## src/hw/rtl/factorial_probe_hash_table_assert.svh

```systemverilog
// ----------------------------------------------------------------------------
// Assertion macros for the factorial probe hash table
// Concurrent assertion wrappers that compile away when SYNTHESIS is defined.
// ----------------------------------------------------------------------------
`ifndef FACTORIAL_PROBE_HASH_TABLE_ASSERT_SVH
`define FACTORIAL_PROBE_HASH_TABLE_ASSERT_SVH
`ifndef SYNTHESIS
`define FPHT_ASSERT(lbl, clk, rst, prop, msg) \
   lbl: assert property (@(posedge clk) disable iff (rst) prop) else $error(msg);
`define FPHT_ASSERT_ALWAYS(lbl, clk, prop, msg) \
   lbl: assert property (@(posedge clk) prop) else $error(msg);
`else
`define FPHT_ASSERT(lbl, clk, rst, prop, msg)
`define FPHT_ASSERT_ALWAYS(lbl, clk, prop, msg)
`endif
`endif

```

## src/hw/rtl/fpht_ram.sv

```systemverilog
`timescale 1ns / 1ps
// ----------------------------------------------------------------------------
// Generic RAM
// One write port and one read port with registered read data.
// ----------------------------------------------------------------------------
module fpht_ram #(
   parameter int WIDTH = 8,
   parameter int DEPTH = 16
) (
   input  logic                     clock,
   input  logic                     wr_en,
   input  logic [$clog2(DEPTH)-1:0] wr_addr,
   input  logic [WIDTH-1:0]         wr_data,
   input  logic [$clog2(DEPTH)-1:0] rd_addr,
   output logic [WIDTH-1:0]         rd_data
);

   logic [WIDTH-1:0] mem_ff [DEPTH];
   logic [WIDTH-1:0] rd_data_ff;

   always_ff @(posedge clock) begin
      if (wr_en) begin
         mem_ff[wr_addr] <= wr_data;
      end
      rd_data_ff <= mem_ff[rd_addr];
   end

   assign rd_data = rd_data_ff;

endmodule

```

## config.mk

```make
export PLATFORM = sky130hd
export DESIGN_NAME = fpht_ram
export DESIGN_NICKNAME = d
export VERILOG_FILES = /design/src/hw/rtl/factorial_probe_hash_table_assert.svh /design/src/hw/rtl/fpht_ram.sv
export SDC_FILE = /design/constraint.sdc
export NUM_CORES = 1
export LEC_CHECK = 0
export BUFFER_PORTS_ARGS = -buffer_cell sky130_fd_sc_hd__buf_4
export CAP_MARGIN = 0
export CORE_ASPECT_RATIO = 1.5
export CORE_MARGIN = 1
export CORE_UTILIZATION = 60
export CTS_CLUSTER_SIZE = 30
export DETAILED_ROUTE_END_ITERATION = 8
export PLACE_DENSITY = 0.78
export SLEW_MARGIN = 40
export SYNTH_ARGS = -nofsm -noshare
export SYNTH_HDL_FRONTEND = slang
export SYNTH_SLANG_ARGS = --single-unit
```

## constraint.sdc

```tcl
create_clock -name clock -period 1.6 [get_ports clock]
set_input_delay 0 -clock clock [delete_from_list [all_inputs] [get_ports clock]]
set_output_delay 0 -clock clock [all_outputs]
set_load 0.01 [all_outputs]
```

==> impl_results.md <==
* Status: finished, final reports clean
* Lkg Pwr at 2.11 nW
* Critical Path Sink Type: flop
* Total Power at 7.64 mW
* # DRC at 0
* Crit start category: flop
* First-pass GRT wire length at 15000 µm
* Final HPWL DP at 6280 µm
* Placed Instances at 375
* Largest net degree at the start of global routing at 33
* Clock Power Share at 42.1%
* Setup repair after global routing missed its margin: no
* Crit share post-route at 88.0%
* Final hold vios at 0
* Post-CTS sizing at 0
* H-tree depth at 4
* Sequential power share at 52.5%
* Nets at 313
* Cells after Synth at 229
* Placeable Area at 8360 µm²
* Post-Syn Area at 5150 µm²
* Max FO, Critical Path at 1
* CP Depth at 3
* Reg2reg start: mem_ff[1][2]$_DFFE_PP_
* Clock buffer depth at 2
* Routed WL per cell at 23.5 µm
* Simple-Gate Fraction of Synth Area at 3.18%
* Cell variety after synth at 19
* Setup crit end: rd_data[2]$_DFF_P_
* RePlAce Congestion at 0.809
* Setup crit start: mem_ff[1][2]$_DFFE_PP_
* CTS tree: built
* Syn_nets at 247
* Maxcap violations at 0
* Critical path type: reg2reg
* DRT Wirelength at 9740 µm
* Max incr delay on CP at 0.53 ns
* R2r setup slk at 0.19 ns
* Final ANT Viol Nets at 0
* Number of synthesized register bits at 136
* CP max-delay cell: mux4_1
* Average size of a mapped cell at 22.5 µm²
* Finish-stage setup viols at 0
* Num rows at 41
* Num ports at 26
* Die area at 8960 µm²
* Comb power frac at 5.4%
* Root buf cell: clkbuf_16
* Net Sw Frac at 20.0%
* Initial Utilization at 61.6%
* Cell taking the most area after synthesis: edfxtp_1
* Non-Filler Instances at 414
* Antenna violations before repair at 0
* Area Overhead vs Synth at 19.7%
* CP required at 1.88 ns
* Compound-Gate Fraction of Synth Area at 2.33%
* Post-Synth XOR/XNOR Area at 0%
* Worst r2r path cells at 3
* Final min period at 1.41 ns
* Register area share after synthesis at 77.8%
* Pwr Density at 1240 nW/µm²
* Crit-path cells: mux4_1 -> a22oi_1 -> nand2_1
* Fmax at 0.711 GHz
* Die W at 77.6 µm
* Clock skew at 0.0130 ns
* Num CTS Buffers at 17
* Cell family with most CP delay: multiplexers
* Synthesis Warnings at 0
* CTS sink count at 136
* Worst-Skew Late Latency at 0.41 ns
* Peak supply drop at 0.890 mV
* Worst-Margin Slew at 0.447 ns
* Gr ovfl total at 0
* Post-layout util at 73.7%
* Worst EP arrival at 1.69 ns
* Main combinational cell family by area after synthesis: multiplexers
* Vias in the first global route at 2623
* Max_slew headroom at 70.2%
* Setup tns final at 0 ns
* Post-synthesis mux area share at 15.0%
* Total GRT Usage at 24.5%
* Diodes inserted at 0
* Share of cells above drive strength 1 at 29.6%
* Reg2reg end: rd_data[2]$_DFF_P_
* Final Slew Violations at 0
* Worst-path clk slew at 0.05 ns
* Die height at 115 µm
* First-pass iteration count of the detailed router at 4
* Worst path bufs/invs at 0
* Vias per inst at 6.02
* Routed vias at 2493
* Post-Synth Adder-Cell Area at 0%
* NetSw at 1.53 mW
* Synth area leaders: edfxtp_1 75%, mux4_2 7.9%, mux4_1 7.1%
* Synth top area share at 74.7%
* Worst min path class: in2reg
* Int Pwr at 6.11 mW
* Initial drt markers at 139
* Buffers on Ports at 25
routing by layer:
| layer | track usage, % | wire [µm] | vias to the layer above |
|---|---|---|---|
| li1 | - | - | 1100 |
| met1 | 30.3 | 3970 | 1307 |
| met2 | 41.6 | 5310 | 80 |
| met3 | 6.30 | 388 | 6 |
| met4 | 10.1 | 78 | 0 |
| met5 | 0 | 0 | - |
power by group through the flow:
stage          sequential, mW  combinational (mW)  clock (mW)
6_report                 4.01               0.416        3.21
5_1_grt                  4.01               0.448        3.42
4_1_cts                  4.01               0.422        3.28
3_5_place_dp             4.08               0.401           0
3_3_place_gp             4.08               0.388           0
2_1_floorplan            4.09               0.202           0
cell type report:
cell class | instances | area, µm²
Fill cell | 477 | 2200
Sequential cell | 136 | 4000
Clock inverter | 12 | 62.6
Timing Repair Buffer | 57 | 473
Clock buffer | 19 | 433
Tap cell | 107 | 134
Multi-Input combinational cell | 83 | 1060
kinds of logic (layout without fill, tap and decap cells):
family	after synthesis	count (layout)
and+or+nand+nor	35	35
DFF	136	136
muxes	32	32
buffers and inverters	10	88
AOI/OAI and AO/OA	16	16
cells in the final DEF, fill, tap and decap left out:
cell type / netlist / layout
nand3_1: 1 / 1
buf_12: 0 / 2
dfxtp_1: 8 / 8
nor2b_1: 1 / 1
mux4_1: 14 / 14
nand2b_1: 2 / 2
and2b_1: 1 / 1
mux4_2: 18 / 18
nor3_1: 4 / 4
buf_4: 1 / 47
clkinv_2: 0 / 2
clkinv_1: 0 / 6
clkbuf_16: 0 / 17
edfxtp_1: 128 / 128
and2_1: 1 / 1
nand3b_1: 2 / 2
nor2_1: 13 / 13
nand2_1: 9 / 9
a22oi_1: 16 / 16
clkinvlp_4: 0 / 4
or3b_2: 1 / 1
clkbuf_1: 0 / 2
dlygate4sd3_1: 0 / 8
synthesized netlist by cell type:
cell             instances
a22oi_1                 16
and2_1                   1
and2b_1                  1
buf_2                    3
buf_4                    1
buf_6                    3
clkdlybuf4s25_2          3
dfxtp_1                  8
edfxtp_1               128
mux4_1                  14
mux4_2                  18
nand2_1                  9
nand2b_1                 2
nand3_1                  1
nand3b_1                 2
nor2_1                  13
nor2b_1                  1
nor3_1                   4
or3b_2                   1
worst min-delay path by stage:
stage | to | cells after the start | start
floorplan | mem_ff[0][0]$_DFFE_PP_ | 0 | wr_data[0]
global placement | mem_ff[6][4]$_DFFE_PP_ | 1 | wr_data[4]
detailed placement | mem_ff[5][4]$_DFFE_PP_ | 1 | wr_data[4]
CTS | mem_ff[0][2]$_DFFE_PP_ | 3 | wr_addr[0]
global route | mem_ff[0][6]$_DFFE_PP_ | 3 | wr_addr[0]
finish | mem_ff[0][2]$_DFFE_PP_ | 3 | wr_addr[0]
per-stage QoR:
step | hold WS [ns] | area (µm²) | worst slack, ns
final | 0.114 | 6160 | 0.193
after global routing | 0.125 | 6160 | 0.124
after CTS | 0.0976 | 6160 | 0.200
after detailed placement | 0.306 | 5590 | 0.196
after global placement | 0.298 | 5590 | 0.209
after floorplan | 0.0989 | 5150 | 0.107
worst min-delay path, delay by kind of cell:
kind                   cells  cell delay, ns
and+or+nand+nor            1            0.05
buffers and inverters      2            0.29
sequential cells by signal, summed over array words and instances (netlist names):
register / cells
mem_ff: 128
rd_data: 8
repair_timing:
action / CTS / global route
hold endpoints to repair: 128 / 0
buffers inserted: 0 / 0
hold buffers: 8 / 0
No activity file was read; power rests on OpenSTA's default activity.
