### src/hw/rtl/factorial_probe_hash_table_assert.svh
// ----------------------------------------------------------------------------
// Assertion macros for the factorial probe hash table
// Concurrent assertion wrappers that compile away when SYNTHESIS is defined.
// ----------------------------------------------------------------------------
`ifndef FACTORIAL_PROBE_HASH_TABLE_ASSERT_SVH
`define FACTORIAL_PROBE_HASH_TABLE_ASSERT_SVH
`ifndef SYNTHESIS
`define FPHT_ASSERT(lbl, clk, rst, prop, msg) \
   lbl: assert property (@(posedge clk) disable iff (rst) prop) else $error(msg);
`define FPHT_ASSERT_ALWAYS(lbl, clk, prop, msg) \
   lbl: assert property (@(posedge clk) prop) else $error(msg);
`else
`define FPHT_ASSERT(lbl, clk, rst, prop, msg)
`define FPHT_ASSERT_ALWAYS(lbl, clk, prop, msg)
`endif
`endif

### src/hw/rtl/fpht_pkg.sv
`timescale 1ns / 1ps
// ----------------------------------------------------------------------------
// Factorial probe hash table package
// Sizes, codes and shared types of the hash table and its remainder unit.
// ----------------------------------------------------------------------------
package fpht_pkg;

   localparam int TABLE_DEPTH  = 4096;
   localparam int PROBE_LIMIT  = 100;
   localparam int KEY_WIDTH    = 64;

   localparam int ADDR_WIDTH   = (TABLE_DEPTH > 1) ? $clog2(TABLE_DEPTH) : 1;
   localparam int HASH_WIDTH   = 32;
   localparam int KEY_IN_WIDTH = 64;
   localparam int SIZE_WIDTH   = 13;
   localparam int SLOT_WIDTH   = 12;
   localparam int COLL_WIDTH   = 7;
   localparam int CNT_WIDTH    = $clog2(PROBE_LIMIT + 1);

   localparam int STEP_BITS      = 4;
   localparam int STEP_COUNT     = HASH_WIDTH / STEP_BITS;
   localparam int STEP_CNT_WIDTH = $clog2(STEP_COUNT);

   localparam logic [SIZE_WIDTH-1:0] SIZE_RESET = SIZE_WIDTH'(4096);

   localparam logic OP_LOOKUP = 1'b0;
   localparam logic OP_INSERT = 1'b1;

   typedef enum logic [2:0] {
      S_CLEAR,
      S_IDLE,
      S_MOD,
      S_CHECK,
      S_FINISH
   } state_type;

   typedef struct packed {
      logic                  start;
      logic [HASH_WIDTH-1:0] dividend;
      logic [SIZE_WIDTH-1:0] divisor;
   } mod_req_type;

   typedef struct packed {
      logic                  done;
      logic [SIZE_WIDTH-1:0] remainder;
   } mod_rsp_type;

   typedef struct packed {
      logic [SLOT_WIDTH-1:0] slot;
      logic                  found;
      logic                  inserted;
      logic                  table_full;
      logic [COLL_WIDTH-1:0] collisions;
   } result_type;

endpackage

### src/hw/rtl/fpht_mod_unit.sv
`timescale 1ns / 1ps
// ----------------------------------------------------------------------------
// Remainder unit
// Restoring remainder of a 32-bit word by the table size, four bits a cycle.
// ----------------------------------------------------------------------------
module fpht_mod_unit (
   input  logic                clock,
   input  logic                reset,
   input  fpht_pkg::mod_req_type mod_req,
   output fpht_pkg::mod_rsp_type mod_rsp
);
   import fpht_pkg::*;

   logic                      busy_ff;
   logic                      done_ff;
   logic [STEP_CNT_WIDTH-1:0] cnt_ff;
   logic [HASH_WIDTH-1:0]     dvd_ff;
   logic [HASH_WIDTH-1:0]     dvd_in;
   logic [SIZE_WIDTH-1:0]     rem_ff;
   logic [SIZE_WIDTH-1:0]     rem_in;
   logic [SIZE_WIDTH-1:0]     div_ff;

   always_comb begin
      logic [SIZE_WIDTH:0] trial;
      rem_in = rem_ff;
      for (int i = 0; i < STEP_BITS; i++) begin
         trial = {rem_in, dvd_ff[HASH_WIDTH-1-i]};
         if (trial >= {1'b0, div_ff}) begin
            trial = trial - {1'b0, div_ff};
         end
         rem_in = trial[SIZE_WIDTH-1:0];
      end
      dvd_in = dvd_ff << STEP_BITS;
   end

   always_ff @(posedge clock) begin
      if (reset) begin
         busy_ff <= 1'b0;
         done_ff <= 1'b0;
         cnt_ff  <= '0;
      end else begin
         done_ff <= 1'b0;
         if (mod_req.start) begin
            busy_ff <= 1'b1;
            cnt_ff  <= '0;
            dvd_ff  <= mod_req.dividend;
            rem_ff  <= '0;
            div_ff  <= mod_req.divisor;
         end else if (busy_ff) begin
            rem_ff <= rem_in;
            dvd_ff <= dvd_in;
            cnt_ff <= cnt_ff + 1'b1;
            if (cnt_ff == STEP_CNT_WIDTH'(STEP_COUNT - 1)) begin
               busy_ff <= 1'b0;
               done_ff <= 1'b1;
            end
         end
      end
   end

   assign mod_rsp.done      = done_ff;
   assign mod_rsp.remainder = rem_ff;

endmodule

### config.mk
export PLATFORM = sky130hd
export DESIGN_NAME = fpht_mod_unit
export DESIGN_NICKNAME = d
export VERILOG_FILES = /design/src/hw/rtl/factorial_probe_hash_table_assert.svh /design/src/hw/rtl/fpht_pkg.sv /design/src/hw/rtl/fpht_mod_unit.sv
export SDC_FILE = /design/constraint.sdc
export NUM_CORES = 1
export LEC_CHECK = 0
export BUFFER_PORTS_ARGS = -buffer_cell sky130_fd_sc_hd__buf_2
export CAP_MARGIN = 20
export CORE_AREA = 4 4 117 119
export CTS_CLUSTER_SIZE = 28
export DETAILED_ROUTE_END_ITERATION = 10
export DIE_AREA = 0 0 121 123
export PLACE_DENSITY = 0.73
export SLEW_MARGIN = 20
export SYNTH_ARGS = -nofsm -noshare
export SYNTH_HDL_FRONTEND = slang
export SYNTH_SLANG_ARGS = --single-unit
export TNS_END_PERCENT = 50
### constraint.sdc
create_clock -name clock -period 27.5 [get_ports clock]
set_input_delay 1.375 -clock clock [delete_from_list [all_inputs] [get_ports clock]]
set_output_delay 1.375 -clock clock [all_outputs]
set_load 0.005 [all_outputs]
==> impl_metrics.tcl <==
set metrics [dict create \
    status "completed" \
    rows 41 \
    drcViolationCount 0 \
    port_buffers 61 \
    worst_path_max_delay_cell "a211oi_2" \
    antenna_found_initial 0 \
    worstPathRequired_ps 27580 \
    rsz0062_at_grt "no" \
    synth-edff-count 58 \
    min_from "cnt_ff[1]" \
    cts_hold_buf 0 \
    synth_most_common_cell "edfxtp_1" \
    antenna_left 0 \
    crit_buf_inv 1 \
    ys_types 67 \
    arrival_ps 10630 \
    syn-num-nets 682 \
    gr-total-overflow 0 \
    grt.total_usage_pct 20.9 \
    crit_fanout 17 \
    ys_warn_count 0 \
    fillers 1123 \
    post-place-ws_ps 17190 \
    dr_wl_met3_um 1320 \
    finalClockSkew_ps 4.65 \
    path_clk_slew_ps 60 \
    die_area_um2 14900 \
    crit_path_end_kind "flop" \
    maxSlewViolCount 0 \
    ios 62 \
    min_period_over_period_pct 38.4 \
    cts_resized 0 \
    area_growth_pct 14.0 \
    yosys.area.top_type "edfxtp_1" \
    worst_slack_ps 16950 \
    clkLatencyLatePin_ps 330 \
    cp_slowest_stage_delay_ps 600 \
    wirelength_met1_um 6580 \
    routabilityCongestion 1.01 \
    synth.top_cells.by_area "edfxtp_1 (31%), ha_1 (12%), mux2_2 (6.5%)" \
    root_buffer "clkbuf_16" \
    wirelength_um 15100 \
    seqCellArea_um2 1840 \
    antennaDiodeCount 0 \
    hold_viol 0 \
    maxCapViolations 0 \
    vias 4776 \
    crit_path_start_kind "flop" \
    crit_family "compound AO/OA/AOI/OAI gates" \
    ys.flop_type "edfxtp_1" \
    ys_ff_latch 63 \
    die_h_um 123 \
    cts_sinks 63 \
    cts_htree_levels 3 \
    rr_worst_depth 36 \
    min_path_cells 2 \
    start_util_pct 44.4 \
    yosysTopAreaCellShare_pct 31.2 \
    setup_viol 0 \
    grt_max_degree 52 \
    maxSlewHeadroom_pct 32.9 \
    final_nets 738 \
    dp_hpwl_um 11900 \
    wl_per_cell_um 18.6 \
    netlist_top_cells_count "edfxtp_1 (58), ha_1 (54), nor2_1 (49)" \
    vias_per_cell 5.90 \
    multi_input_area_um2 3520 \
    routed-wl-met2_um 6840 \
    drtPass1Iterations 6 \
    design_area_um2 6360 \
    holdPathEnd "cnt_ff[1]" \
    fmax_mhz 94.8 \
    fin_tns_setup_ps 0 \
    seq_area_frac_synth_pct 33.0 \
    cts_buffer_depth 2 \
    synthCells 576 \
    critPathKind "flop to flop" \
    drive_above_1_share_pct 20.6 \
    cts_tree "yes" \
    core_region_area_um2 12600 \
    syn_area_um2 5580 \
    placed_area_um2 6040 \
    hold_path_class "flop to flop" \
    numCtsBuffers 9 \
    grt_pass1_vias 4711 \
    postCtsSetupBuffers 0 \
    min_period_ps 10550 \
    avgSynthCellArea_um2 9.68 \
    synth-async-reset-ratio_pct 0 \
    grt_pass1_wl_um 24300 \
    drt_iter0_drc 426 \
    worstMarginPinSlew_ps 1010 \
    die_w_um 121 \
    r2r_start "div_ff[0]" \
    regToRegSetupSlack_ps 16950 \
    maxUsedRoutingLayer "met4" \
    r2r-end "rem_ff[12]" \
]
## layout by cell type, fill, tap and decap left out, types with 10 or more instances in the layout
cell type  instances
buf_2             61
edfxtp_1          58
ha_1              54
nor2_1            47
a21oi_1           41
inv_1             36
mux2_2            32
nand2_1           32
xnor2_1           22
o21ai_0           18
nand4_1           18
nor3_1            16
mux2i_1           15
xor2_1            11
nand2b_1          10
o21a_1            10
a221o_1           10
## per-stage QoR
stage	utilization [%]	hold WS (ps)	instances
after CTS	50.6	536	809
after detailed placement	48.0	526	793
after global placement	48.0	513	793
final	50.6	539	809
after global routing	50.6	555	809
after floorplan	-	497	576
## worst max path at each step
stage,startpoint,endpoint,slack (ps),cells after the start
2_1_floorplan,div_ff[0],rem_ff[0],18410,41
3_3_place_gp,div_ff[0],rem_ff[12],17510,36
3_5_place_dp,div_ff[0],rem_ff[12],17190,36
4_1_cts,div_ff[0],rem_ff[12],17140,36
5_1_grt,div_ff[0],rem_ff[12],16240,36
6_report,div_ff[0],rem_ff[12],16950,36
## cells by family after synthesis
kind of cell / share of synthesized area, %
and+or+nand+nor: 15.6
AOI/OAI and AO/OA: 19.5
DFF: 33.0
adders and majority gates: 13.6
buffers and inverters: 3.95
muxes: 9.15
xor gates and xnor gates: 5.18
## per-layer routing
layer / GRT usage (%) / vias up
li1: - / 2280
met1: 28.3 / 2268
met2: 32.7 / 198
met3: 4.35 / 30
met4: 8.71 / 0
met5: 0 / -
## worst reg2reg max path: cells and delay by family, from the launching register on
kind	cells	cell delay [ps]
AO/OA/AOI/OAI	21	5080
adder cells (fa/ha/maj)	5	1750
buffers and inverters	1	240
flip-flops	1	510
multiplexers	2	780
AND/OR/NAND/NOR	7	1900
## final cells by class
| cell class | instances | share of cell area, % |
|---|---|---|
| timing repair buffer | 63 | 5.04 |
| inverter | 36 | 2.12 |
| tap | 172 | 3.38 |
| clock inverter | 6 | 1.48 |
| multi-input combinational | 459 | 55.4 |
| sequential | 63 | 29.0 |
| clock buffer | 10 | 3.60 |
## registers in the layout (all words and copies together) (netlist names)
| name | cells |
|---|---|
| rem_ff | 13 |
| div_ff | 13 |
| busy_ff | 1 |
| cnt_ff | 3 |
| done_ff | 1 |
| dvd_ff | 32 |
Power is not shown: default switching activity piles up to over one toggle a cycle in this logic, so the estimate is an artifact.
